--- config.mk ---
export PLATFORM = sky130hd
export DESIGN_NAME = cosine_similarity_stream_unit
export DESIGN_NICKNAME = d
export VERILOG_FILES = /design/src/hdl/csim_pkg.sv /design/src/hdl/cosine_similarity_stream_unit.sv
export SDC_FILE = /design/constraint.sdc
export NUM_CORES = 2
export LEC_CHECK = 0
export ABC_AREA = 1
export BUFFER_PORTS_ARGS = -buffer_cell sky130_fd_sc_hd__buf_2
export CAP_MARGIN = 20
export CORE_AREA = 2 2 358 271
export DETAILED_ROUTE_END_ITERATION = 16
export DIE_AREA = 0 0 360 273
export GPL_TIMING_DRIVEN = 0
export PLACE_DENSITY = 0.76
export SYNTH_ARGS = -nofsm -noshare
export SYNTH_HDL_FRONTEND = slang
export SYNTH_SLANG_ARGS = --single-unit
--- constraint.sdc ---
create_clock -name clk -period 30 [get_ports clk]
set_input_delay 1.5 -clock clk [delete_from_list [all_inputs] [get_ports clk]]
set_output_delay 1.5 -clock clk [all_outputs]
set_load 0.1 [all_outputs]
--- src/hdl/csim_pkg.sv ---
package csim_pkg;

	// Input request: one element pair of the two vectors
	typedef struct packed {
		logic signed [15:0] elem_a;
		logic signed [15:0] elem_b;
		logic               last_elem;
	} in_item_t;

	// Result request: one similarity per vector pair
	typedef struct packed {
		logic signed [15:0] similarity;
		logic               degenerate;
	} out_item_t;

	// Sequencer states, one-hot
	typedef enum logic [7:0] {
		ST_IDLE  = 8'b0000_0001,
		ST_MAC   = 8'b0000_0010,
		ST_CHECK = 8'b0000_0100,
		ST_PROD  = 8'b0000_1000,
		ST_SQRT  = 8'b0001_0000,
		ST_CMP   = 8'b0010_0000,
		ST_DIV   = 8'b0100_0000,
		ST_OUT   = 8'b1000_0000
	} state_t;

	localparam int DOT_W     = 44;
	localparam int SQ_W      = 43;
	localparam int MUL_W     = 22;
	localparam int PROD_W    = 2 * SQ_W;
	localparam int ROOT_W    = SQ_W;
	localparam int REM_W     = 45;
	localparam int SUB_W     = 46;
	localparam int CNT_W     = 6;
	localparam int QUOT_W    = 15;

	localparam int MAC_STEPS  = 3;
	localparam int PROD_STEPS = 4;
	localparam int SQRT_STEPS = PROD_W / 2;
	localparam int DIV_STEPS  = QUOT_W;

	localparam logic [15:0] NORM_FLOOR_RESET = 16'd1;

	localparam logic signed [DOT_W-1:0] DOT_MAX = {1'b0, {(DOT_W-1){1'b1}}};
	localparam logic signed [DOT_W-1:0] DOT_MIN = {1'b1, {(DOT_W-1){1'b0}}};
	localparam logic [SQ_W-1:0]         SQ_MAX  = {SQ_W{1'b1}};

	localparam logic signed [15:0] SIM_POS_SAT = 16'sh7FFF;
	localparam logic signed [15:0] SIM_NEG_SAT = 16'sh8000;

endpackage

--- src/hdl/cosine_similarity_stream_unit.sv ---
// Non-last pair: accepted in idle, then multiplied into the dot and square sums;
// no new pair is accepted until the sequencer is back in idle. Last pair: the same multiply
// steps, then check, 4 partial products, 43 root steps, compare, 15 divide steps, output
// load; a saturating quotient skips the divide. The steps share the 22x22 multiplier and
// 46-bit subtractor. A degenerate vector goes from check to output load. A full output register
// stalls the output step. arst_n clears sums, sequencer and output valid; norm_floor resets to 1.
module cosine_similarity_stream_unit
	import csim_pkg::*;
(
	input  logic      clk,
	input  logic      arst_n,
	input  logic      in_valid,
	output logic      in_ready,
	input  in_item_t  in_data,
	output logic      out_valid,
	input  logic      out_ready,
	output out_item_t out_data,
	input  logic      cfg_we,
	input  logic [15:0] cfg_wdata
);

	state_t               state_q;
	logic [CNT_W-1:0]     cnt_q;
	logic [15:0]          floor_q;
	logic [16:0]          mag_a_q, mag_b_q;
	logic                 neg_ab_q, last_q;
	logic signed [DOT_W-1:0] dot_q;
	logic [SQ_W-1:0]      sqa_q, sqb_q;
	logic [PROD_W-1:0]    p_q;
	logic [REM_W-1:0]     rem_q;
	logic [ROOT_W-1:0]    root_q;
	logic [QUOT_W-1:0]    quot_q;
	logic                 neg_q, sat_q, degen_q;
	logic                 out_valid_q;
	out_item_t            out_q;

	// Shared multiplier and subtractor
	logic [MUL_W-1:0]     mul_x, mul_y;
	logic [2*MUL_W-1:0]   mul_p;
	logic [SUB_W-1:0]     sub_a, sub_b;
	logic [SUB_W:0]       sub_d;
	logic                 sub_ge;

	logic signed [DOT_W:0]   dot_add, prod_s;
	logic [SQ_W:0]           sq_add_a, sq_add_b;
	logic [PROD_W-1:0]       pp_shift;
	logic [DOT_W-1:0]        dot_mag;
	logic signed [15:0]      sim;
	logic [16:0]             a_ext, b_ext;
	logic                    accept_in, out_free;

	assign accept_in = in_valid && in_ready;
	assign in_ready  = (state_q == ST_IDLE);
	assign out_free  = !out_valid_q || out_ready;
	assign out_valid = out_valid_q;
	assign out_data  = out_q;

	// Element magnitudes; the most negative code gives 32768
	assign a_ext = {in_data.elem_a[15], in_data.elem_a};
	assign b_ext = {in_data.elem_b[15], in_data.elem_b};

	// Select multiplier operands per step
	always_comb begin
		mul_x = '0;
		mul_y = '0;
		case (state_q)
			ST_MAC: begin
				case (cnt_q)
					CNT_W'(0): begin
						mul_x = MUL_W'(mag_a_q);
						mul_y = MUL_W'(mag_b_q);
					end
					CNT_W'(1): begin
						mul_x = MUL_W'(mag_a_q);
						mul_y = MUL_W'(mag_a_q);
					end
					default: begin
						mul_x = MUL_W'(mag_b_q);
						mul_y = MUL_W'(mag_b_q);
					end
				endcase
			end
			ST_PROD: begin
				mul_x = cnt_q[0] ? MUL_W'(sqa_q[SQ_W-1:MUL_W]) : sqa_q[MUL_W-1:0];
				mul_y = cnt_q[1] ? MUL_W'(sqb_q[SQ_W-1:MUL_W]) : sqb_q[MUL_W-1:0];
			end
			default: begin
				mul_x = '0;
				mul_y = '0;
			end
		endcase
	end

	assign mul_p = mul_x * mul_y;

	// Saturating accumulate of the three sums
	assign prod_s   = neg_ab_q ? -$signed({1'b0, mul_p}) : $signed({1'b0, mul_p});
	assign dot_add  = $signed({dot_q[DOT_W-1], dot_q}) + prod_s;
	assign sq_add_a = {1'b0, sqa_q} + (SQ_W+1)'(mul_p);
	assign sq_add_b = {1'b0, sqb_q} + (SQ_W+1)'(mul_p);

	// Partial product weight: low*low, cross terms, high*high
	always_comb begin
		case (cnt_q)
			CNT_W'(0): pp_shift = PROD_W'(mul_p);
			CNT_W'(3): pp_shift = PROD_W'(mul_p) << (2 * MUL_W);
			default:   pp_shift = PROD_W'(mul_p) << MUL_W;
		endcase
	end

	assign dot_mag = dot_q[DOT_W-1] ? (~dot_q + 1'b1) : dot_q;

	// Select subtractor operands: root trial, overflow compare, quotient step
	always_comb begin
		case (state_q)
			ST_SQRT: begin
				sub_a = {rem_q[SUB_W-3:0], p_q[PROD_W-1 -: 2]};
				sub_b = SUB_W'({root_q, 2'b01});
			end
			ST_CMP: begin
				sub_a = SUB_W'(dot_mag);
				sub_b = SUB_W'(root_q);
			end
			ST_DIV: begin
				sub_a = {rem_q, 1'b0};
				sub_b = SUB_W'(root_q);
			end
			default: begin
				sub_a = '0;
				sub_b = '0;
			end
		endcase
	end

	assign sub_d  = {1'b0, sub_a} - {1'b0, sub_b};
	assign sub_ge = !sub_d[SUB_W];

	// Final result from the quotient and flags
	always_comb begin
		if (degen_q) begin
			sim = '0;
		end else if (sat_q) begin
			sim = neg_q ? SIM_NEG_SAT : SIM_POS_SAT;
		end else if (neg_q) begin
			sim = -$signed({1'b0, quot_q});
		end else begin
			sim = $signed({1'b0, quot_q});
		end
	end

	// Hold the norm floor
	always_ff @(posedge clk or negedge arst_n) begin
		if (!arst_n) begin
			floor_q <= NORM_FLOOR_RESET;
		end else if (cfg_we) begin
			floor_q <= cfg_wdata;
		end
	end

	// Raise the result valid on the output step, drop it once taken
	always_ff @(posedge clk or negedge arst_n) begin
		if (!arst_n) begin
			out_valid_q <= 1'b0;
		end else if (state_q == ST_OUT && out_free) begin
			out_valid_q <= 1'b1;
		end else if (out_ready) begin
			out_valid_q <= 1'b0;
		end
	end

	// Sequencer and datapath registers
	always_ff @(posedge clk or negedge arst_n) begin
		if (!arst_n) begin
			state_q     <= ST_IDLE;
			cnt_q       <= '0;
			dot_q       <= '0;
			sqa_q       <= '0;
			sqb_q       <= '0;
		end else begin
			case (state_q)
				ST_IDLE: begin
					if (accept_in) begin
						mag_a_q  <= in_data.elem_a[15] ? -a_ext : a_ext;
						mag_b_q  <= in_data.elem_b[15] ? -b_ext : b_ext;
						neg_ab_q <= in_data.elem_a[15] ^ in_data.elem_b[15];
						last_q   <= in_data.last_elem;
						cnt_q    <= '0;
						state_q  <= ST_MAC;
					end
				end
				ST_MAC: begin
					case (cnt_q)
						CNT_W'(0): begin
							if (dot_add[DOT_W] != dot_add[DOT_W-1]) begin
								dot_q <= dot_add[DOT_W] ? DOT_MIN : DOT_MAX;
							end else begin
								dot_q <= dot_add[DOT_W-1:0];
							end
						end
						CNT_W'(1): sqa_q <= sq_add_a[SQ_W] ? SQ_MAX : sq_add_a[SQ_W-1:0];
						default:   sqb_q <= sq_add_b[SQ_W] ? SQ_MAX : sq_add_b[SQ_W-1:0];
					endcase
					if (cnt_q == CNT_W'(MAC_STEPS - 1)) begin
						cnt_q   <= '0;
						state_q <= last_q ? ST_CHECK : ST_IDLE;
					end else begin
						cnt_q <= cnt_q + 1'b1;
					end
				end
				ST_CHECK: begin
					p_q    <= '0;
					rem_q  <= '0;
					root_q <= '0;
					quot_q <= '0;
					sat_q  <= 1'b0;
					if (sqa_q <= SQ_W'(floor_q) || sqb_q <= SQ_W'(floor_q)) begin
						degen_q <= 1'b1;
						state_q <= ST_OUT;
					end else begin
						degen_q <= 1'b0;
						state_q <= ST_PROD;
					end
				end
				ST_PROD: begin
					p_q <= p_q + pp_shift;
					if (cnt_q == CNT_W'(PROD_STEPS - 1)) begin
						cnt_q   <= '0;
						state_q <= ST_SQRT;
					end else begin
						cnt_q <= cnt_q + 1'b1;
					end
				end
				ST_SQRT: begin
					// Restoring root: bring in two radicand bits per step
					p_q    <= p_q << 2;
					root_q <= {root_q[ROOT_W-2:0], sub_ge};
					rem_q  <= sub_ge ? sub_d[REM_W-1:0] : sub_a[REM_W-1:0];
					if (cnt_q == CNT_W'(SQRT_STEPS - 1)) begin
						cnt_q   <= '0;
						state_q <= ST_CMP;
					end else begin
						cnt_q <= cnt_q + 1'b1;
					end
				end
				ST_CMP: begin
					// Magnitude at or above the root saturates the quotient
					neg_q   <= dot_q[DOT_W-1];
					sat_q   <= sub_ge;
					rem_q   <= REM_W'(dot_mag);
					state_q <= sub_ge ? ST_OUT : ST_DIV;
				end
				ST_DIV: begin
					quot_q <= {quot_q[QUOT_W-2:0], sub_ge};
					rem_q  <= sub_ge ? sub_d[REM_W-1:0] : sub_a[REM_W-1:0];
					if (cnt_q == CNT_W'(DIV_STEPS - 1)) begin
						cnt_q   <= '0;
						state_q <= ST_OUT;
					end else begin
						cnt_q <= cnt_q + 1'b1;
					end
				end
				ST_OUT: begin
					// Wait for a free output slot, then drop the sums
					if (out_free) begin
						out_q.similarity <= sim;
						out_q.degenerate <= degen_q;
						dot_q            <= '0;
						sqa_q            <= '0;
						sqb_q            <= '0;
						state_q          <= ST_IDLE;
					end
				end
				default: begin
					state_q <= ST_IDLE;
				end
			endcase
		end
	end

	// Busy after every accepted request
	a_busy_after_accept: assert property (@(posedge clk) disable iff (!arst_n)
		accept_in |=> !in_ready)
		else $error("input ready right after an accepted request");

	// A degenerate result carries zero similarity
	a_degen_zero: assert property (@(posedge clk) disable iff (!arst_n)
		(out_valid && out_data.degenerate) |-> (out_data.similarity == 16'sd0))
		else $error("degenerate result with nonzero similarity");

	// A result appears only from the output step
	a_out_from_out_state: assert property (@(posedge clk) disable iff (!arst_n)
		$rose(out_valid) |-> $past(state_q == ST_OUT))
		else $error("result raised outside the output step");

	// Root loop count stays in range
	a_sqrt_count: assert property (@(posedge clk) disable iff (!arst_n)
		(state_q == ST_SQRT) |-> (cnt_q < CNT_W'(SQRT_STEPS)))
		else $error("root step count out of range");

endmodule
## Yosys cells after proc, flatten, opt, wreduce, memory -nomap -nowiden

Index checks and enable logic that the tools add are counted.

- Register bits: 406
- Input bits: 54
- Output and inout port bits: 19
- Logic and storage cells: 146

- $add $sub $neg: 11
- Multipliers: 1
- Order comparisons: 2
- Equality and inequality tests: 23
- Muxes and demuxes: 53
- Bitwise operators: 2
- Reduce and logical (&&, ||, !) cells: 32

Operators by type and width:

| kind | number |
|---|---|
| $pmux W43 S2 | 3 |
| $pmux W86 S3 | 1 |
| $mux W44 | 5 |
| $mux W43 | 5 |
| $pmux W86 S2 | 1 |
| $pmux W46 S3 | 1 |
| $pmux W45 S3 | 1 |
| $mux W45 | 2 |
| $pmux W45 S2 | 1 |
| $add A43 B44 Y44 | 2 |
| $pmux W22 S2 | 2 |
| $pmux W44 S2 | 1 |
| $add A86 B86 Y86 | 1 |
| $le A43 B16 Y1 | 2 |
| $mux W8 | 8 |
| $pmux W8 S8 | 1 |
| $mux W16 | 3 |
| $sub A46 B46 Y47 | 1 |
| $add A44 B45 Y45 | 1 |
| $neg A44 Y45 | 1 |
| $add A44 B1 Y44 const B | 1 |
| $mul A22 B22 Y44 | 1 |
| $mux W22 | 2 |
| $not A44 Y44 | 1 |
| 38 further kinds | 76 |

## Logic depth before layout (Yosys ltp)

- Depth in word-level cells: 12
- Mapped depth: 67
- Mapped depth without buffers: 61

## Least setup slack after synthesis

OpenSTA, ideal clock, no wires.

- Path type: reg2reg
- From: register cnt_q[0]
- To: register dot_q[34]
- Setup time: 0.116 ns
- Arrival time: 10.691 ns
- Data required time: 29.884 ns
- Slack: 19.193 ns
- Cell stages (with the launch flop): 62
- Path buffers: 6
- Clock period less this slack: 10.807 ns
- Cell sequence: dfrtp_1 clkbuf_1 inv_1 clkbuf_1 buf_1 ha_1 nand3_1 inv_2 nor2_2 clkbuf_1 o221ai_1 nand2_1 clkbuf_1 nand2_1 fa_1 inv_1 fa_1 inv_1 (+26 left out) o21ai_1 xor2_1 ha_1 nand2_1 nor2_1 inv_1 nor4_1 nand3_1 nand4_1 nand2_1 nand3_1 xor2_1 nand3_4 nand2_2 inv_4 buf_6 nand2_1 nand2_1

- Longest elaborated chain between the ends: 12
- Elaborated cells between the ends (all ways): 19
- Those cells by class: 2 x add/sub; 1 x mul; 3 x eq/ne; 10 x mux; 3 x reduce/logical

Ends and longest elaborated chain:

| item | line | source |
|---|---|---|
| from (decl) | cosine_similarity_stream_unit.sv:23 | `logic [CNT_W-1:0] cnt_q;` |
| from (signal assigned) | cosine_similarity_stream_unit.sv:207 | `cnt_q <= cnt_q + 1'b1;` |
| from (signal assigned) | cosine_similarity_stream_unit.sv:230 | `cnt_q <= cnt_q + 1'b1;` |
| from (signal assigned) | cosine_similarity_stream_unit.sv:242 | `cnt_q <= cnt_q + 1'b1;` |
| $eq A6 B1 Y1 / $logic_not A6 Y1 (equally long branches) | cosine_similarity_stream_unit.sv:68, cosine_similarity_stream_unit.sv:192 |  |
| $reduce_or A2 Y1 (no source line) | n/a |  |
| $mux W17 | cosine_similarity_stream_unit.sv:68 | `case (cnt_q)` |
| $pmux W22 S2 | cosine_similarity_stream_unit.sv:66 | `case (state_q)` |
| $mul A22 B22 Y44 | cosine_similarity_stream_unit.sv:94 | `assign mul_p = mul_x * mul_y;` |
| $neg A44 Y45 | cosine_similarity_stream_unit.sv:97 | `assign prod_s = neg_ab_q ? -$signed({1'b0, mul_p}) : $signed({1'b0, mul_p});` |
| $mux W45 | cosine_similarity_stream_unit.sv:97 |  |
| $add A44 B45 Y45 | cosine_similarity_stream_unit.sv:98 | `assign dot_add = $signed({dot_q[DOT_W-1], dot_q}) + prod_s;` |
| $mux W44 / $ne A1 B1 Y1 (equally long branches) | cosine_similarity_stream_unit.sv:195, cosine_similarity_stream_unit.sv:194 |  |
| $mux W44 | cosine_similarity_stream_unit.sv:194 | `if (dot_add[DOT_W] != dot_add[DOT_W-1]) begin` |
| $mux W44 | cosine_similarity_stream_unit.sv:192 | `case (cnt_q)` |
| $pmux W44 S2 | cosine_similarity_stream_unit.sv:180 | `case (state_q)` |
| to (signal assigned) | cosine_similarity_stream_unit.sv:195 | `dot_q <= dot_add[DOT_W] ? DOT_MIN : DOT_MAX;` |
| to (signal assigned) | cosine_similarity_stream_unit.sv:197 | `dot_q <= dot_add[DOT_W-1:0];` |
| to (decl) | cosine_similarity_stream_unit.sv:27 | `logic signed [DOT_W-1:0] dot_q;` |

Several ways; a longest one is shown, not always the timed one. The select of a mux whose other input is x is not followed.
A chain may end at the register's enable or synchronous reset.

## Worst setup path after layout

- From: register cnt_q[0]
- To: register dot_q[39]

The elaborated chain is that of the path after synthesis.

==> results.json <==
{
  "pre_cts_slack_ns": 15.31,
  "top_usage_layer": "met1",
  "num_rows": 98,
  "synth_top_area_share_pct": 14.3,
  "synth_area_leaders": "fa_1, edfxtp_1, nand2_1",
  "layout.nets": 9181,
  "port_buffers": 70,
  "max_freq_mhz": 64.7,
  "clock-sinks": 406,
  "syn_inst": 8131,
  "grt_usage_pct": 41.6,
  "setup_viol": 0,
  "grt_pass1_wl_mm": 314,
  "cp.required_ns": 30.49,
  "crit_fanout": 11,
  "drc": 0,
  "reg2reg_slack_ns": 14.54,
  "clock_latency_ns": 0.65,
  "holdCritStartpoint": "degen_q",
  "dp.final_hpwl_mm": 171,
  "drv_cap": 0,
  "period_needed_ns": 15.46,
  "num_vias": 57751,
  "tns_ns": 0,
  "grt_pass1_vias": 53811,
  "dp.cells": 9465,
  "syn_area_sq_um": 56500,
  "cp_slowest_cell": "nand2_1",
  "fin_crit_sh_pct": 51.5,
  "yosysMostFrequentCell": "nand2_1",
  "crit_type": "register to register",
  "layout-drive-gt1-share_pct": 3.66,
  "synth_ff_type": "edfxtp_1",
  "worst_pin_slew_ns": 1.33,
  "cts_buffers": 48,
  "skew_ns": 0.0585,
  "synth_edf_count": 245,
  "cts_hold_buffers": 0,
  "drv_slew": 0,
  "worst_setup_path_end_kind": "register",
  "nFillCells": 8861,
  "gr-usage-met3_pct": 14.0,
  "fp.dieArea_sq_um": 98300,
  "drt_wl_total_mm": 207,
  "dieWidth_um": 360,
  "drtAntennaViolNets": 0,
  "fin_cells": 9559,
  "reg2reg_from": "cnt_q[0]",
  "io_pins": 73,
  "grt_max_degree": 99,
  "max-slew-margin-rel_pct": 10.5,
  "cts_setup_buffers": 0,
  "synth-seq-cells": 406,
  "firstDrtPassIters": 9,
  "synth_cell_types": 71,
  "htree_levels": 2,
  "root_buffer": "clkbuf_16",
  "cts_tree": "yes",
  "yosysWarnings": 0,
  "yosys.area.top_type": "fa_1",
  "outcome": "finished clean",
  "rsz0062_at_grt": "no",
  "antenna_found_initial": 6,
  "start_kind": "register",
  "synth-async-reset-ratio_pct": 39.7,
  "layout-area-overhead-vs-synth_pct": 6.71,
  "clockBufferDepth": 3,
  "p_leak_nw": 31.3,
  "clk_pin_slew_ns": 0.06,
  "hold_viol": 0,
  "place.gp.congestion": 1.08,
  "crit_arrival_ns": 15.95,
  "synth-seq-area-share_pct": 20.2,
  "gr-usage-met1_pct": 59.9,
  "cts_resized": 0,
  "hold_class": "register to register",
  "max_stage_delay_ns": 0.78,
  "wl_per_cell_um": 21.6,
  "grt-ovfl-total": 0,
  "viasPerCell": 6.04,
  "drtIter0Drc": 7841,
  "syn_avg_cell_area_sq_um": 6.94,
  "peakVddDrop_mv": 0.0982,
  "power_density_nw_per_um2": 96.1,
  "use_met2_pct": 58.1,
  "synth_common_cells": "nand2_1, inv_1, nor2_1",
  "layout_setup_ws_ns": 14.54,
  "startpoint": "cnt_q[0]",
  "path_common_cell": "nand2_1",
  "die_h_um": 273,
  "initial_core_util_pct": 59.6,
  "core_sq_um": 94800
}
metal layers:
layer	up-vias	part of all wire, %	routed length [um]
met5	-	0.012	24
met4	4	3.8	7860
met3	522	16	32000
met2	3727	39	80800
met1	27120	42	86000
li1	26378	-	-
flip-flops by register name, indices dropped and copies added, names as in the netlist, 8 cells and up:
name      cells
dot_q        44
floor_q      16
mag_a_q      17
mag_b_q      17
out_data     17
p_q          86
quot_q       15
rem_q        45
root_q       43
sqa_q        43
sqb_q        43
state_q       8
path summary, 6_finish.rpt:
path | endpoint | depth (start not counted)
max | dot_q[39] | 54
min | out_data[0] | 0
max reg2reg | dot_q[39] | 54
min reg2reg | out_data[0] | 0
max in group asynchronous | dot_q[39] | 2
min in group asynchronous | sqa_q[37] | 1
logic make-up after synthesis:
group                      count (synthesis)  share of synthesized area [%]
xor gates and xnor gates                 263                           4.13
AOI/OAI and AO/OA                       1583                           15.9
other                                      1                        0.00664
buffers and inverters                   1841                           12.4
and+or+nand+nor                         3176                           23.0
adders and majority gates                860                           24.4
muxes                                      1                         0.0199
DFF                                      406                           20.2
power by group:
part | switching, W | total (W) | internal [W]
Combinational | 0.00301 | 0.00432 | 0.00130
Sequential | 0.000152 | 0.000848 | 0.000696
Clock | 0.000276 | 0.000625 | 0.000349
through the flow:
| step | power [W] | util, % | hold slack [ns] | area (sq um) |
|---|---|---|---|---|
| finish | 0.00579 | 63.6 | 0.491 | 60200 |
| global route | 0.00614 | 63.6 | 0.518 | 60200 |
| CTS | 0.00558 | 63.5 | 0.488 | 60200 |
| detailed placement | 0.00494 | 61.8 | 0.475 | 58600 |
| global placement | 0.00489 | 61.6 | 0.479 | 58400 |
| floorplan | 0.00364 | - | 0.424 | 56500 |
cell usage in the layout, fill, tap and decap left out, types with 14 or more instances in the layout:
master        n
ha_1        458
xnor2_1      88
buf_2        80
buf_1        21
clkinv_1     14
clkbuf_1    191
o221ai_1     50
nand2_2      23
nor4_1       35
o21bai_1     19
nand4_1      57
o21a_1       48
a21o_1       27
fa_1        402
o21ai_0     562
nand3_1     235
or2_2        32
edfxtp_1    245
o211ai_1     64
dfrtp_1     159
nor3_1       69
xor2_1      173
o22ai_1      55
nor2_1      822
nand2_1    1827
clkbuf_16    48
a21oi_1     559
nand3b_1     21
o31ai_1      18
a31oi_1     108
inv_1      1587
area by class of cell:
type                            count  area, sq um  share of cell area, %
Tap cell                         1250         1560                   2.60
Buffer                            226          917                   1.52
Sequential cell                   406        11400                   18.9
Antenna cell                        2         5.00                0.00831
Inverter                         1615         6070                   10.1
Multi-Input combinational cell   5885        38100                   63.3
Clock buffer                       64         1360                   2.26
Clock inverter                     26          270                  0.449
Timing Repair Buffer               85          556                  0.922
worst max-delay path, delay by kind of cell, from the launching register on:
family          cells  cell delay, ns
buf+inv            14            3.15
compound gates      2            0.80
fa+ha+maj          10            4.86
simple gates       26            5.41
flops               1            0.48
xor+xnor            2            0.55
Note: power is estimated with default switching activity, not from simulation.
